<file path="config.mk">
export PLATFORM = sky130hd
export DESIGN_NAME = best_fit_block_allocator
export DESIGN_NICKNAME = d
export VERILOG_FILES = /design/src/rtl/bfba_pkg.sv /design/src/rtl/bfba_ram.sv /design/src/rtl/best_fit_block_allocator.sv
export SDC_FILE = /design/constraint.sdc
export NUM_CORES = 1
export LEC_CHECK = 0
export ABC_AREA = 1
export BUFFER_PORTS_ARGS = -buffer_cell sky130_fd_sc_hd__buf_4
export CAP_MARGIN = 10
export CORE_MARGIN = 4
export CORE_UTILIZATION = 60
export CTS_BUF_LIST = sky130_fd_sc_hd__clkbuf_8
export CTS_CLUSTER_DIAMETER = 60
export DETAILED_ROUTE_END_ITERATION = 10
export GPL_TIMING_DRIVEN = 1
export PLACE_DENSITY = 0.77
export SLEW_MARGIN = 20
export SYNTH_ARGS = -nofsm -noshare
export SYNTH_HDL_FRONTEND = slang
export SYNTH_SLANG_ARGS = --single-unit
</file>
<file path="constraint.sdc">
create_clock -name clk -period 5.3 [get_ports clk]
set_input_delay 0.53 -clock clk [delete_from_list [all_inputs] [get_ports clk]]
set_output_delay 0.53 -clock clk [all_outputs]
set_load 0.1 [all_outputs]
</file>
<file path="src/rtl/bfba_pkg.sv">
`default_nettype none
// ----------------------------------------------------------------------------
// Best-fit block allocator package
// Shared types and fixed field widths for the best-fit block allocator.
// ----------------------------------------------------------------------------
package bfba_pkg;

  // Widths of the result fields, fixed by the interface.
  localparam int CHOSEN_W = 4;
  localparam int SPACE_W  = 16;

  // Widths of the input fields, fixed by the interface.
  localparam int BLOCK_W  = 4;
  localparam int AMOUNT_W = 16;

  // Item kinds.
  localparam logic KIND_LOAD    = 1'b0;
  localparam logic KIND_REQUEST = 1'b1;

  // Sequencer states, one-hot.
  typedef enum logic [3:0] {
    ST_IDLE = 4'b0001,
    ST_SCAN = 4'b0010,
    ST_LAST = 4'b0100,
    ST_DONE = 4'b1000
  } state_t;

endpackage : bfba_pkg
`default_nettype wire

</file>
<file path="src/rtl/bfba_ram.sv">
`default_nettype none
// ----------------------------------------------------------------------------
// Generic single-port-write, single-port-read RAM
// One write and one registered read per cycle; contents have no reset.
// ----------------------------------------------------------------------------
module bfba_ram #(
  parameter int WIDTH = 16,
  parameter int DEPTH = 16
) (
  input  wire logic                     clk,
  input  wire logic                     wr_en,
  input  wire logic [$clog2(DEPTH)-1:0] wr_addr,
  input  wire logic [WIDTH-1:0]         wr_data,
  input  wire logic                     rd_en,
  input  wire logic [$clog2(DEPTH)-1:0] rd_addr,
  output logic      [WIDTH-1:0]         rd_data
);

  logic [WIDTH-1:0] mem [DEPTH];

  // Write port.
  always_ff @(posedge clk) begin
    if (wr_en) begin
      mem[wr_addr] <= wr_data;
    end
  end

  // Registered read port.
  always_ff @(posedge clk) begin
    if (rd_en) begin
      rd_data <= mem[rd_addr];
    end
  end

endmodule : bfba_ram
`default_nettype wire

</file>
<file path="src/rtl/best_fit_block_allocator.sv">
`default_nettype none
// ----------------------------------------------------------------------------
// Best-fit block allocator
// Keeps the free size of each block in a RAM. A request scans every entry
// for the smallest block that still fits, then writes its reduced size back if one fits.
// ----------------------------------------------------------------------------
// A load writes the RAM in the cycle it is accepted, and busy stays low throughout.
// A request holds busy through ST_SCAN, ST_LAST and ST_DONE: one RAM read per
// block in ST_SCAN, the last compare in ST_LAST and write-back in ST_DONE;
// out_valid rises in the same cycle that busy falls. The receiver cannot stall.
// Synchronous active-low reset clears all block sizes to zero at once
// through per-block valid bits; no clearing pass is needed.
module best_fit_block_allocator
  import bfba_pkg::*;
#(
  parameter int NUM_BLOCKS = 16,
  parameter int SIZE_BITS  = 16
) (
  input  wire logic                clk,
  input  wire logic                rst_n,
  input  wire logic                start,
  output logic                     busy,
  input  wire logic                in_kind,
  input  wire logic [BLOCK_W-1:0]  in_block_number,
  input  wire logic [AMOUNT_W-1:0] in_amount,
  output logic                     out_valid,
  output logic                     out_allocated,
  output logic [CHOSEN_W-1:0]      out_chosen_block,
  output logic [SPACE_W-1:0]       out_space_left
);

  localparam int IDX_W = $clog2(NUM_BLOCKS);
  localparam logic [IDX_W-1:0] LAST_IDX = IDX_W'(NUM_BLOCKS - 1);

  // Sequencer and scan state.
  state_t                 state_r, state_nxt;
  logic [IDX_W-1:0]       scan_cnt_r, scan_cnt_nxt;
  logic                   cmp_vld_r;
  logic [IDX_W-1:0]       cmp_idx_r;
  logic [SIZE_BITS-1:0]   amt_r;
  logic                   found_r;
  logic [IDX_W-1:0]       best_idx_r;
  logic [SIZE_BITS-1:0]   best_size_r;
  logic [NUM_BLOCKS-1:0]  valid_r;

  // Result registers.
  logic                   out_valid_r;
  logic                   out_allocated_r;
  logic [CHOSEN_W-1:0]    out_chosen_block_r;
  logic [SPACE_W-1:0]     out_space_left_r;

  // Input decoding and width adaption.
  logic                   accept;
  logic [31:0]            blk_ext;
  logic [31:0]            amt_ext;
  logic [SIZE_BITS-1:0]   amt_in;
  logic                   load_ok;
  logic [IDX_W-1:0]       load_addr;

  // RAM ports.
  logic                   ram_wr_en;
  logic [IDX_W-1:0]       ram_wr_addr;
  logic [SIZE_BITS-1:0]   ram_wr_data;
  logic                   ram_rd_en;
  logic [SIZE_BITS-1:0]   ram_rd_data;

  // Compare and write-back values.
  logic [SIZE_BITS-1:0]   cur_size;
  logic                   fits;
  logic [SIZE_BITS-1:0]   new_size;
  logic [31:0]            idx_ext;
  logic [31:0]            size_ext;

  assign busy   = (state_r != ST_IDLE);
  assign accept = start && !busy;

  assign blk_ext   = 32'(in_block_number);
  assign amt_ext   = 32'(in_amount);
  assign amt_in    = amt_ext[SIZE_BITS-1:0];
  assign load_ok   = (blk_ext < 32'(NUM_BLOCKS));
  assign load_addr = blk_ext[IDX_W-1:0];

  // A block that was never written since reset reads as size zero.
  assign cur_size = valid_r[cmp_idx_r] ? ram_rd_data : '0;
  assign fits     = (cur_size >= amt_r) && (!found_r || (cur_size < best_size_r));
  assign new_size = best_size_r - amt_r;
  assign idx_ext  = 32'(best_idx_r);
  assign size_ext = 32'(new_size);

  // RAM accesses: loads write in idle, requests write back at the end.
  always_comb begin
    ram_wr_en   = 1'b0;
    ram_wr_addr = load_addr;
    ram_wr_data = amt_in;
    if (accept && (in_kind == KIND_LOAD) && load_ok) begin
      ram_wr_en = 1'b1;
    end else if ((state_r == ST_DONE) && found_r) begin
      ram_wr_en   = 1'b1;
      ram_wr_addr = best_idx_r;
      ram_wr_data = new_size;
    end
  end

  assign ram_rd_en = (state_r == ST_SCAN);

  bfba_ram #(
    .WIDTH (SIZE_BITS),
    .DEPTH (NUM_BLOCKS)
  ) u_free_ram (
    .clk     (clk),
    .wr_en   (ram_wr_en),
    .wr_addr (ram_wr_addr),
    .wr_data (ram_wr_data),
    .rd_en   (ram_rd_en),
    .rd_addr (scan_cnt_r),
    .rd_data (ram_rd_data)
  );

  // Next-state logic for the scan sequencer.
  always_comb begin
    state_nxt    = state_r;
    scan_cnt_nxt = scan_cnt_r;
    case (state_r)
      ST_IDLE: begin
        scan_cnt_nxt = '0;
        if (accept && (in_kind == KIND_REQUEST)) begin
          state_nxt = ST_SCAN;
        end
      end
      ST_SCAN: begin
        if (scan_cnt_r == LAST_IDX) begin
          state_nxt = ST_LAST;
        end else begin
          scan_cnt_nxt = scan_cnt_r + 1'b1;
        end
      end
      ST_LAST: begin
        state_nxt = ST_DONE;
      end
      ST_DONE: begin
        state_nxt = ST_IDLE;
      end
      default: begin
        state_nxt = ST_IDLE;
      end
    endcase
  end

  // Control registers.
  always_ff @(posedge clk) begin
    if (!rst_n) begin
      state_r     <= ST_IDLE;
      scan_cnt_r  <= '0;
      cmp_vld_r   <= 1'b0;
      found_r     <= 1'b0;
      valid_r     <= '0;
      out_valid_r <= 1'b0;
    end else begin
      state_r     <= state_nxt;
      scan_cnt_r  <= scan_cnt_nxt;
      cmp_vld_r   <= ram_rd_en;
      out_valid_r <= (state_r == ST_DONE);
      if (accept) begin
        found_r <= 1'b0;
      end else if (cmp_vld_r && fits) begin
        found_r <= 1'b1;
      end
      if (ram_wr_en) begin
        valid_r[ram_wr_addr] <= 1'b1;
      end
    end
  end

  // Payload registers: request amount, best candidate and the result.
  always_ff @(posedge clk) begin
    cmp_idx_r <= scan_cnt_r;
    if (accept) begin
      amt_r <= amt_in;
    end
    if (cmp_vld_r && fits) begin
      best_idx_r  <= cmp_idx_r;
      best_size_r <= cur_size;
    end
    if (state_r == ST_DONE) begin
      out_allocated_r    <= found_r;
      out_chosen_block_r <= found_r ? idx_ext[CHOSEN_W-1:0] : '0;
      out_space_left_r   <= found_r ? size_ext[SPACE_W-1:0] : '0;
    end
  end

  assign out_valid        = out_valid_r;
  assign out_allocated    = out_allocated_r;
  assign out_chosen_block = out_chosen_block_r;
  assign out_space_left   = out_space_left_r;

endmodule : best_fit_block_allocator
`default_nettype wire

</file>
==> results.txt <==
Status -> complete, no violations
CTS clk-pin slew, worst paths -> 0.06 ns
Nets -> 1430
Internal power consumption -> 4290 uW
Achievable Freq -> 263 MHz
Setup-failing EPs final -> 0
Worst-Margin Slew -> 0.905 ns
Critical path type -> flip-flop to flip-flop
# DRC -> 0
Vias after detailed routing -> 10202
Power Dens Cells -> 322 mW/mm^2
WP data required -> 5.51 ns
Mapped Area -> 0.0153 mm^2
Post-synthesis simple-gate area fraction -> 10.9%
Global-route wire length before repair -> 53900 um
HPWL after DPL -> 20300 um
Adder-cell share of the synthesized area -> 3.81%
Overall Global Routing Usage -> 24.7%
Synth cell types -> 41
Total global routing overflow -> 0
CTS tree -> built
Drt pass-1 iters -> 5
H-Tree Depth -> 2
Setup WS pre-CTS -> 1.32 ns
Power share of the combinational group -> 4.6%
Die Y -> 168 um
Clock Latency Late Sink -> 0.59 ns
Register area share after synthesis -> 68.7%
Vias per cell -> 5.88
CTS buffer count -> 55
Core Region -> 0.0251 mm^2
Mean Syn Cell Area -> 11.9 um^2
Net Sw Frac -> 22.1%
Clk network pwr share -> 38.4%
Vias in the first global route -> 9931
P_leak -> 0.00639 uW
Post-route ant nets -> 0
Largest family of logic cells by synthesized area -> compound AO/OA/AOI/OAI gates
Hold crit path type -> input port to flip-flop
Post-synthesis mux area share -> 0.0655%
Final worst clock skew -> 0.0186 ns
Top post-synthesis cells by area -> edfxtp_1, nor2_1, o21ai_0, dfxtp_1, ha_1
Setup TNS -> 0 ns
Synth Area in Compound Gates -> 11.2%
Final hold violation count -> 0
Final min period -> 3.80 ns
Initial Util -> 60.9%
CP max FO -> 20
Ys Warns -> 0
Antenna violations before repair -> 0
Post-CTS Resized -> 0
Area leader, netlist -> edfxtp_1
Row count -> 58
Type of origin of the critical path -> flip-flop
Die footprint -> 0.0281 mm^2
Filler Cell Count -> 1758
Clock sink count -> 360
Crit end category -> flip-flop
I/O Buffers -> 46
Ant. Diodes -> 0
Largest net degree at the start of global routing -> 77
Share of cells above drive strength 1 -> 14.2%
Max Slew Vio Count -> 0
Most frequent cells in the layout -> edfxtp_1, nor2_1, o21ai_0, inv_1, nand2_1
Worst relative slew slack -> 39.5%
Number of top-level pins -> 47
RSZ-0062 raised after global routing -> false
Maximum vdd drop -> 0.000225 V
Area Growth Syn to Fin -> 12.0%
Clock Path Buffers -> 3
Post-Syn Instances -> 1284
Fin crit share -> 71.7%
Most common cell after layout, fill and taps aside -> edfxtp_1
Critical Path AT -> 4.01 ns
Setup WS post-layout -> 1.50 ns
Die boundary width -> 168 um
Wire length per cell -> 20.4 um
Setup Buffers After CTS -> 0
Gpl congestion -> 0.915
Final WL -> 35400 um
Sequential power share -> 56.9%
Synth Area in XOR/XNOR -> 0.859%
Post-synthesis register bit count -> 360
Sw Pwr -> 1220 uW
Post-synth top area share -> 64.6%
Clk root buf -> clkbuf_8
Max-cap viol count -> 0
Detailed Route Iter0 Violations -> 1092
Hold_buf cts -> 0
Net Count, Synth -> 1354
==> stage by stage <==
stage | power [uW] | hold WS, ns | instances | instance area [um^2] | utilization, %
2_1_floorplan | 3360 | 0.329 | 1284 | 15300 | -
3_3_place_gp | 3440 | 0.452 | 1633 | 16100 | 64.1
3_5_place_dp | 3450 | 0.460 | 1633 | 16100 | 64.1
4_1_cts | 5540 | 0.109 | 1735 | 17100 | 68.2
5_1_grt | 5700 | 0.112 | 1735 | 17100 | 68.2
6_report | 5510 | 0.131 | 1735 | 17100 | 68.2
==> power by group through the flow <==
stage / registers, uW / clock network [uW] / logic, uW
6_report: 3140 / 2120 / 256
5_1_grt: 3140 / 2280 / 284
4_1_cts: 3140 / 2150 / 253
3_5_place_dp: 3200 / 0 / 252
3_3_place_gp: 3190 / 0 / 246
2_1_floorplan: 3190 / 0 / 166
==> cell usage after synthesis (all sizes together) <==
| master | count |
|---|---|
| o22ai | 18 |
| o221ai | 46 |
| dfxtp | 31 |
| buf | 6 |
| o221a | 1 |
| inv | 117 |
| clkbuf | 55 |
| a31oi | 2 |
| xor2 | 10 |
| a2111oi | 1 |
| o21bai | 2 |
| mux2i | 1 |
| xnor2 | 5 |
| nor3 | 10 |
| o2111ai | 1 |
| ha | 45 |
| nand2 | 115 |
| o21ai | 156 |
| a21o | 1 |
| a21oi | 27 |
| edfxtp | 329 |
| nand3 | 37 |
| o31ai | 1 |
| nand4 | 5 |
| a211oi | 6 |
| o211ai | 18 |
| clkinv | 2 |
| fa | 1 |
| nor2 | 235 |
==> path summary, 6_finish.rpt <==
| kind | slack [ns] | start | end | cells after the start |
|---|---|---|---|---|
| max | 1.50 | cmp_idx_r[0] | best_size_r[1] | 16 |
| min | 0.13 | in_amount[12] | amt_r[12] | 1 |
| max reg2reg | 1.50 | cmp_idx_r[0] | best_size_r[1] | 16 |
| min reg2reg | 0.47 | valid_r[4] | valid_r[4] | 2 |
==> worst max-delay path, stage by stage, from the launching register on <==
cell and delay [ns]:
dfxtp_1 0.54, inv_1 0.20, nand2_1 0.12, nand3_1 0.08, nand3_1 0.09, nand3_1 0.08, nand2_1 0.14, inv_1 0.25
nor2_1 0.32, ha_1 0.31, nand2_1 0.07, inv_1 0.06, nand3_1 0.06, a31oi_1 0.07, a2111oi_0 0.28, nand2_1 0.17
a21oi_4 0.58
==> logic make-up after synthesis <==
group	count (synthesis)
mux	1
xor+xnor	15
flops	360
buf+inv	180
simple gates	402
compound gates	280
fa+ha+maj	46
==> registers in the layout (all words and copies together), names as in the netlist <==
register,count
best_size_r,16
out_allocated,1
out_valid,1
best_idx_r,4
scan_cnt_r,4
cmp_idx_r,4
state_r,4
u_free_ram.rd_data,16
valid_r,16
out_space_left,16
out_chosen_block,4
found_r,1
cmp_vld_r,1
u_free_ram.mem,256
amt_r,16
==> final cells by class <==
type	count	area (um^2)	share of cell area, %
flip-flops and latches	360	10500	61.3
clock inverters	46	256	1.50
inverters	119	448	2.62
well taps	330	413	2.41
repair buffers	80	601	3.51
multi-input cells	744	4130	24.1
clock buffers	56	771	4.50
==> routing by layer <==
layer	routed length, um	vias up	GRT usage [%]	share of wire (%)
met4	1100	0	9.14	3.1
met2	17100	487	41.4	48
met3	3190	94	4.53	9.0
li1	-	4737	-	-
met1	14000	4884	32.6	40
met5	0	-	0	0
Power figures use the tool's default switching activity.
